File: config.mk
export PLATFORM = sky130hd
export DESIGN_NAME = ipfa_ctrl
export DESIGN_NICKNAME = d
export VERILOG_FILES = /design/src/rtl/ipfa_pkg.sv /design/src/rtl/ipfa_ctrl.sv
export SDC_FILE = /design/constraint.sdc
export NUM_CORES = 1
export LEC_CHECK = 0
export ABC_AREA = 1
export BUFFER_PORTS_ARGS = -buffer_cell sky130_fd_sc_hd__buf_2
export CAP_MARGIN = 0
export CORE_MARGIN = 2
export CORE_UTILIZATION = 30
export CTS_BUF_LIST = sky130_fd_sc_hd__clkbuf_8
export DETAILED_ROUTE_END_ITERATION = 8
export SETUP_SLACK_MARGIN = 0.1
export SLEW_MARGIN = 5
export SYNTH_ARGS = -nofsm -noshare
export SYNTH_HDL_FRONTEND = slang
export SYNTH_SLANG_ARGS = --single-unit
File: constraint.sdc
create_clock -name clock -period 1.29 [get_ports clock]
set_clock_uncertainty 0.15 [all_clocks]
set_input_delay 0.0645 -clock clock [delete_from_list [all_inputs] [get_ports clock]]
set_output_delay 0.0645 -clock clock [all_outputs]
set_load 0.03 [all_outputs]
File: src/rtl/ipfa_pkg.sv
// ----------------------------------------------------------------------------
// ipfa_pkg
// shared constants, codes and control types of the id pool allocator
// ----------------------------------------------------------------------------
package ipfa_pkg;

   localparam int MAX_IDS    = 1024;
   localparam int COUNT_BITS = 32;
   localparam int ID_BITS    = 11;
   localparam int IDX_BITS   = $clog2(MAX_IDS);
   localparam int REQ_DATA_BITS = 16;
   localparam int RSP_DATA_BITS = 48;
   localparam int RSP_CNT_BITS  = 32;

   localparam logic [ID_BITS-1:0]    NONE_ID   = '1;
   localparam logic [COUNT_BITS-1:0] COUNT_MAX = '1;

   localparam logic [1:0] MODE_ASSIGN  = 2'd0;
   localparam logic [1:0] MODE_RELEASE = 2'd1;
   localparam logic [1:0] MODE_COUNT   = 2'd2;
   localparam logic [1:0] MODE_NONE    = 2'd3;

   typedef enum logic [2:0] {
      ST_ASSIGNED    = 3'd0,
      ST_EXHAUSTED   = 3'd1,
      ST_RELEASED    = 3'd2,
      ST_REL_IGNORED = 3'd3,
      ST_COUNTED     = 3'd4,
      ST_FALLBACK    = 3'd5
   } status_type;

   typedef struct packed {
      logic                accept;
      logic                exec;
      logic                load_rsp;
      logic                clear_en;
      logic [IDX_BITS-1:0] clear_addr;
   } ctrl_cmd_type;

   typedef struct packed {
      logic no_result;
   } dp_status_type;

endpackage

File: src/rtl/ipfa_ctrl.sv
// ----------------------------------------------------------------------------
// ipfa_ctrl
// sequencer: counter clearing pass, request accept, execute and response slot
// ----------------------------------------------------------------------------
module ipfa_ctrl (
   input  logic                   clock,
   input  logic                   reset,
   input  logic                   req_tvalid,
   output logic                   req_tready,
   output logic                   rsp_tvalid,
   input  logic                   rsp_tready,
   input  ipfa_pkg::dp_status_type status,
   output ipfa_pkg::ctrl_cmd_type  cmd
);
   import ipfa_pkg::*;

   typedef enum logic [1:0] {
      S_CLEAR,
      S_IDLE,
      S_EXEC
   } state_type;

   state_type           state_ff, state_in;
   logic [IDX_BITS-1:0] clr_ff, clr_in;
   logic                rsp_valid_ff, rsp_valid_in;
   logic                accept, fire;

   assign req_tready = (state_ff == S_IDLE);
   assign rsp_tvalid = rsp_valid_ff;
   assign accept     = req_tvalid && (state_ff == S_IDLE);
   // result slot must be free or emptying in this cycle, unless no result is due
   assign fire = (state_ff == S_EXEC) &&
                 (status.no_result || !rsp_valid_ff || rsp_tready);

   always_comb begin
      cmd.accept     = accept;
      cmd.exec       = fire;
      cmd.load_rsp   = fire && !status.no_result;
      cmd.clear_en   = (state_ff == S_CLEAR);
      cmd.clear_addr = clr_ff;
   end

   always_comb begin
      state_in     = state_ff;
      clr_in       = clr_ff;
      rsp_valid_in = rsp_valid_ff;
      if (rsp_tready) begin
         rsp_valid_in = 1'b0;
      end
      case (state_ff)
         S_CLEAR: begin
            clr_in = clr_ff + 1'b1;
            if (clr_ff == IDX_BITS'(MAX_IDS - 1)) begin
               state_in = S_IDLE;
            end
         end
         S_IDLE: begin
            if (accept) begin
               state_in = S_EXEC;
            end
         end
         S_EXEC: begin
            if (fire) begin
               state_in = S_IDLE;
               if (!status.no_result) begin
                  rsp_valid_in = 1'b1;
               end
            end
         end
         default: state_in = S_IDLE;
      endcase
   end

   always_ff @(posedge clock) begin
      if (reset) begin
         state_ff     <= S_CLEAR;
         clr_ff       <= '0;
         rsp_valid_ff <= 1'b0;
      end else begin
         state_ff     <= state_in;
         clr_ff       <= clr_in;
         rsp_valid_ff <= rsp_valid_in;
      end
   end

endmodule

# Yosys cells after proc, flatten, opt, wreduce, memory -nomap -nowiden
# Cells that the tools add are included.
[op_classes]
add_sub_neg = 1
mul = 0
n_div = 0
n_lt_le_gt_ge = 0
n_eq_ne = 6
n_shift = 0
mux = 8
n_bitwise = 0
reduce_logical = 9
[ops]
columns = ["op", "count"]
rows = [
  ["$add A10 B1 Y10 const B", 1],
  ["$eq A10 B10 Y1 const B", 1],
  ["$mux W2", 3],
  ["$pmux W2 S3", 1],
  ["$mux W1", 4],
  ["$ne A2 B1 Y1 const B", 2],
  ["$logic_and A1 B1 Y1", 3],
  ["$reduce_and A3 Y1", 1],
  ["$eq A2 B1 Y1 const B", 1],
  ["$eq A2 B2 Y1 const B", 1],
  ["$logic_not A1 Y1", 2],
  ["$logic_not A2 Y1", 1],
  ["$logic_or A1 B1 Y1", 2],
  ["$ne A2 B2 Y1 const B", 1],
]
[totals]
ff_bits = 13
latchBits = 0
ram_bits = 0
rom_bits = 0
elab_cells = 27
n_memories = 0

# Logic depth before layout (Yosys ltp)
# Gate-level depths: netlist of the first run.
[logic_depth]
depth_word = 6
ltp_mapped = 7

# Least setup slack after synthesis of the first run
# Ideal clock, no wire load.
[synth_timing]
path_kind = "register -> register"
startpoint = "register clr_ff[0]"
endpoint = "register clr_ff[6]"
setup_time_ns = 0.064
arrival_time_ns = 1.375
required_ns = 1.076
setup_slack_ns = -0.299
stages_incl_launch_ff = 8
synth_period_minus_slack_ns = 1.589
path_cell_list = "dfxtp_1 > ha_1 > nand2_1 > nor2_4 > nand3_2 > o21bai_1 > inv_1 > nor2_1"
[synth_between]
elab_chain_len = 1
[synth_lines]
columns = ["element", "line_no", "text"]
rows = [
  ["from (decl)", "ipfa_ctrl.sv:24", "logic [IDX_BITS-1:0] clr_ff, clr_in;"],
  ["from (signal assigned)", "ipfa_ctrl.sv:81", "clr_ff <= clr_in;"],
  ["$add A10 B1 Y10", "ipfa_ctrl.sv:52", "clr_in = clr_ff + 1'b1;"],
]
# No other way between the ends.
# A chain may end at the register's enable or synchronous reset.

==> results of run 1 <==
[timing repair]
| action | 4_1_cts | 5_1_grt |
|---|---|---|
| hold buffers | 1 | 0 |
| setup buffers | 5 | 2 |
| resized for setup | 30 | 6 |
| setup endpoints to repair | 10 | 15 |
| endpoints found under the hold margin | 4 | 0 |
| pin swaps | 14 | 7 |
[cell usage in the layout (no fill, tap or decap), drive strengths merged]
cell	n
nand3	6
nor2	15
dlygate4sd3	1
xor2	1
and3	2
o21bai	1
nor3	2
buf	29
o21ai	4
clkbuf	4
a21oi	7
ha	1
nand4	4
dfxtp	13
nand2	19
inv	23
[report_power, final]
group          switching [W]  internal [W]
clock               0.000142      0.000210
combinational      0.0000556     0.0000386
sequential         0.0000110      0.000404
[path summary, 6_finish.rpt]
check	from	cells after the start	to
setup / recovery	rsp_tvalid	6	cmd[12]
setup reg to reg	state_ff[0]	7	clr_ff[9]
hold reg to reg	clr_ff[8]	2	clr_ff[8]
hold / removal	status	4	state_ff[1]
[through the flow]
step / cells / setup WS (ns)
floorplan: 100 / -0.0265
global placement: 148 / 0.0401
detailed placement: 148 / 0.00945
CTS: 158 / -0.0209
global route: 160 / -0.0800
finish: 160 / -0.0141
[registers in the layout, summed over array words and instances (netlist names)]
| name | cells |
|---|---|
| state_ff | 2 |
| clr_ff | 10 |
| rsp_tvalid | 1 |
[worst reg2reg max path, stage by stage (launching register included)]
cell,delay (ns)
dfxtp_4,0.36
nor2_4,0.18
nand2_4,0.08
nor2_8,0.15
nand3_2,0.08
nand2_1,0.06
inv_1,0.04
nor2_2,0.08
[metal layers]
layer,routed length (microns),up-vias,global-route usage [%]
li1,-,372,-
met1,801,309,17.7
met2,756,21,24.6
met3,80,2,2.57
met4,21,0,5.13
met5,0,-,0
[final cells by class]
type	count	share of cell area, %
clock buffer	3	3.76
clock inverter	1	0.342
inverter	22	7.52
multi-input combinational	62	38.0
sequential	13	26.4
tap	28	3.19
timing repair buffer	31	20.7
[kinds of logic (layout without fill, tap and decap cells)]
group	Yosys count	in the layout	share of synthesized area [%]
AO/OA/AOI/OAI	12	12	8.82
XOR/XNOR	1	1	1.23
adder cells (fa/ha/maj)	1	1	1.76
buffers and inverters	25	57	15.3
flip-flops	13	13	36.7
AND/OR/NAND/NOR	48	48	36.2
==> key figures, run 1 <==
Logic synthesis
  • Synthesized area: 709 sq um
  • Synth Instances: 100
  • Ranking of synthesized cells by area: dfxtp_1 37%, inv_1 11%, nand2_1 9.5%, a21oi_1 4.9%, nor2_1 4.8%
  • Flops & latches, synth: 13
  • Synth area leader: dfxtp_1
  • Netlist cell types: 22
  • Top cell type's share of synthesized area: 36.7%
  • Post-synth ARST share: 0%
  • Post-Syn Nets: 106
  • Commonest cells in the netlist: 20 x inv_1, 18 x nand2_1, 13 x dfxtp_1, 9 x nor2_1, 7 x a21oi_1
  • Yosys Warn Count: 0
  • Top FF cell, synth: dfxtp_1
  • Sequential share of the synthesized area: 36.7%
  • Syn Area/Cell: 7.09 sq um
  • Number of flops mapped to enable cells by yosys: 0
  • Cell with the most instances after synthesis: inv_1

Final layout
  • Filler Cells Inserted: 229
  • Share of post-route cells with drive strength above 1: 55.3%
  • Diode count: 0
  • Fin util: 49.2%
  • Total area of sequential cells: 290 sq um
  • Area of the multi-input gates: 418 sq um
  • Nets: 139
  • Finished Cell Area: 1100 sq um
  • P&R area growth vs syn: 54.8%

Setup path
  • Critical path arrival: 1.09 ns
  • R2r setup slk: 0.05 ns
  • Buf/Inv on CP: 4
  • CP dominant cell by count: inv_1
  • Slowest-stage cell, CP: dfxtp_4
  • Setup CP Type: reg2out
  • CP Cell Sequence: inv_2 > nor2_2 > inv_1 > o21ai_1 > inv_1 > buf_6
  • Cell family with most CP delay: flip-flops
  • CP max FO: 2
  • CP Capture Type: primary output
  • Slowest stage delay, CP: 0.34 ns
  • Required time worst endpoint: 1.08 ns
  • Worst setup SP type: flip-flop

CTS
  • Clk buf depth: 2
  • CTS tree: yes
  • Latest clock arrival within the worst-skew pair: 0.24 ns
  • CTS Buf Count: 3
  • Sink Count: 13
  • CTS root buffer: clkbuf_8
  • H-tree levels: 1
  • Worst-path clk slew: 0.05 ns

Power
  • P per Cell Area: 784 nW/um^2
  • Power consumption: 0.000861 W
  • Leakage: 0.534 nW
  • Peak VDD IR: 0.488 mV

Timing
  • Fin. Hold Viols: 0
  • Final setup margin: -0.0141 ns
  • Slew Limit Headroom: 77.6%
  • Final Cycle Share: 101%
  • Max Fclk: 0.767 GHz
  • Crit path time final: 1.30 ns
  • RSZ-0062 raised after global routing: yes
  • Slew @ Worst Pin: 0.335 ns
  • Final hold slack: 0.0108 ns
  • Final Slew Violations: 0
  • # setup viols final: 1
  • Post-route setup TNS: -0.0141 ns

Min path
  • Hold WC Path Type: in2reg

Global route
  • First-pass GRT wire length: 2.91 mm
  • Global route overflow: 0
  • Antenna violations before repair: 0
  • GR Util All Layers: 14.3%
  • Largest net degree at the start of global routing: 10
  • Vias in the first global route: 671

Floorplan
  • Die H: 52.6 microns
  • # IOs: 21
  • Cell Rows: 17
  • Area of the core: 2230 sq um
  • DIE AREA: 2770 sq um
  • Die W: 52.6 microns
  • Starting Density: 31.8%

Route
  • Routed Antenna Nets: 0
  • Initial DRT Pass Iterations: 4
  • DR vias/cell: 4.40
  • DR WL/cell: 10.4 microns
  • Vias post-DR: 704
  • DRC viols: 0
  • Iteration-0 DRC Markers: 2
  • WL final: 1.66 mm

Placement
  • GP Congestion: 0.766
  • Port bufs: 20
  • Post-DP Area: 881 sq um
  • Post-DP HPWL: 1.16 mm

Run
  • Max-cap violation count: 0

Outcome
  • Outcome: complete, but fails checks
  • Failing checks: negative setup slack
(Power assumes the default switching activity.)
==> run 2, diff against run 1 <==
==> constraint.sdc (replaced) <==
create_clock -name clock -period 1.29 [get_ports clock]
set_clock_uncertainty 0.15 [all_clocks]
set_input_delay 0.129 -clock clock [delete_from_list [all_inputs] [get_ports clock]]
set_output_delay 0.129 -clock clock [all_outputs]
set_load 0.03 [all_outputs]
==> key figures, run 2 (synthesized netlist as in run 1, its figures left out) <==
Global route
  • First-pass GRT wire length: 2.90 mm
  • Largest net degree at the start of global routing: 10
  • Vias in the first global route: 678
  • Antenna violations before repair: 0
  • GR Util All Layers: 13.9%
  • Met2 Track Usage GR: 25.0%
  • Global route overflow: 0
  • Global Route met1 Usage: 16.1%
  • Layer with the highest usage: met2
  • Met3 usage: 4.57%

CTS
  • Clk buf depth: 2
  • Latest clock arrival within the worst-skew pair: 0.24 ns
  • Worst-path clk slew: 0.06 ns
  • CTS Buf Count: 3
  • CTS tree: yes
  • Sink Count: 13
  • H-tree levels: 1
  • CTS root buffer: clkbuf_8

Setup path
  • Worst setup SP type: flip-flop
  • CP max FO: 2
  • Setup CP Type: reg2out
  • Required time worst endpoint: 1.01 ns
  • Critical path arrival: 1.07 ns
  • CP Capture Type: primary output

Route
  • DR vias/cell: 4.50
  • Vias post-DR: 752
  • Initial DRT Pass Iterations: 4
  • DR WL/cell: 11.1 microns
  • DRC viols: 0
  • Routed Antenna Nets: 0
  • Iteration-0 DRC Markers: 11
  • WL final: 1.85 mm

Outcome
  • Outcome: complete, but fails checks
  • Failing checks: negative setup slack

Min path
  • Hold WC Path Type: in2reg

Floorplan
  • Die H: 52.6 microns
  • Cell Rows: 17
  • Die W: 52.6 microns
  • # IOs: 21
  • Starting Density: 31.8%
  • Area of the core: 2230 sq um
  • DIE AREA: 2770 sq um

Timing
  • Final setup margin: -0.0638 ns
  • RSZ-0062 raised after global routing: yes
  • Final hold slack: 0.0660 ns
  • Crit path time final: 1.35 ns
  • # setup viols final: 7
  • Slew Limit Headroom: 79.4%
  • Final Slew Violations: 0
  • Final Cycle Share: 105%
  • Slew @ Worst Pin: 0.308 ns
  • Fin. Hold Viols: 0
  • Max Fclk: 0.739 GHz

Final layout
  • P&R area growth vs syn: 67.9%
  • Most frequent cells in the layout: 16 x inv_1, 14 x buf_2, 13 x buf_4
  • Register name with the most flops: clr_ff
  • Number of flip-flops in the largest register: 10
  • Most common cell after layout, fill and taps aside: inv_1
  • Diode count: 0
  • Share of post-route cells with drive strength above 1: 60.4%
  • Nets: 146

Power
  • Int Power: 0.000653 W
  • Switching Fraction: 25.3%
  • Clock Power Share: 41.4%
  • P per Cell Area: 734 nW/um^2
  • Power consumption: 0.000874 W
  • Sequential Power Share: 47.5%
  • Peak VDD IR: 0.638 mV
  • Combinational Power Share: 11.1%
  • Leakage: 0.572 nW
  • P_sw: 0.000221 W

Placement
  • Post-DP HPWL: 1.17 mm
  • Port bufs: 20
  • GP Congestion: 0.763

Run
  • Max-cap violation count: 0
[run 2: cell types whose count changed in the layout (fill, tap and decap cells not counted), moves of 2 or more]
cell | previous run | this run
buf_4 | 6 | 13
a21oi_1 | 4 | 6
a21oi_2 | 3 | 1
inv_1 | 18 | 16
inv_2 | 5 | 7
o21ai_1 | 2 | 4
[run 2: final cells by class]
cell class / instances / area [sq um]
flip-flops and latches: 13 / 290
clock inverters: 1 / 3.75
clock buffers: 3 / 41.3
well taps: 28 / 35.0
multi-input cells: 62 / 439
repair buffers: 38 / 299
fillers: 221 / 1040
inverters: 22 / 82.6
[run 2: worst paths after layout]
kind                   start          end  slack [ns]  cells after the start
hold / removal        status  state_ff[1]        0.07                      4
hold reg to reg    clr_ff[8]    clr_ff[8]        0.34                      2
setup reg to reg  rsp_tvalid   rsp_tvalid       -0.02                      8
setup / recovery  rsp_tvalid      cmd[12]       -0.06                      6
[run 2: critical path: stages, from the launching register on]
cell	delay, ns
dfxtp_4	0.34
inv_2	0.04
nor2_4	0.09
inv_2	0.04
o21ai_1	0.12
inv_1	0.06
buf_6	0.13
[run 2: power by group through the flow]
stage | sequential, W | combinational (W) | clock [W]
after floorplan | 0.000446 | 0.0000338 | 0
after global placement | 0.000426 | 0.0000815 | 0
after detailed placement | 0.000428 | 0.0000830 | 0
after CTS | 0.000414 | 0.0000889 | 0.000372
after global routing | 0.000417 | 0.000106 | 0.000396
final | 0.000415 | 0.0000968 | 0.000362
[run 2: layer usage]
layer	share of wire, %	vias to the layer above
met5	0	-
met4	0.76	0
met3	5.6	3
met2	52	23
met1	42	343
li1	-	383
[run 2: what timing repair did]
item | in CTS | in global routing
pin swaps | 7 | 9
gates resized for setup | 23 | 21
hold buffers | 1 | 0
buffers inserted | 8 | 7
endpoints found under the setup margin | 12 | 16
hold endpoints to repair | 4 | 0
[run 2: per-stage QoR]
| stage | setup WS [ns] | utilization [%] | TNS [ns] | cell area [sq um] | std cells |
|---|---|---|---|---|---|
| floorplan | -0.0265 | - | -0.0265 | 756 | 100 |
| global placement | 0.0403 | 40.1 | 0 | 896 | 148 |
| detailed placement | 0.000661 | 40.1 | 0 | 896 | 148 |
| CTS | -0.0615 | 48.3 | -0.175 | 1080 | 161 |
| global route | -0.120 | 53.3 | -0.819 | 1190 | 167 |
| finish | -0.0638 | 53.3 | -0.194 | 1190 | 167 |
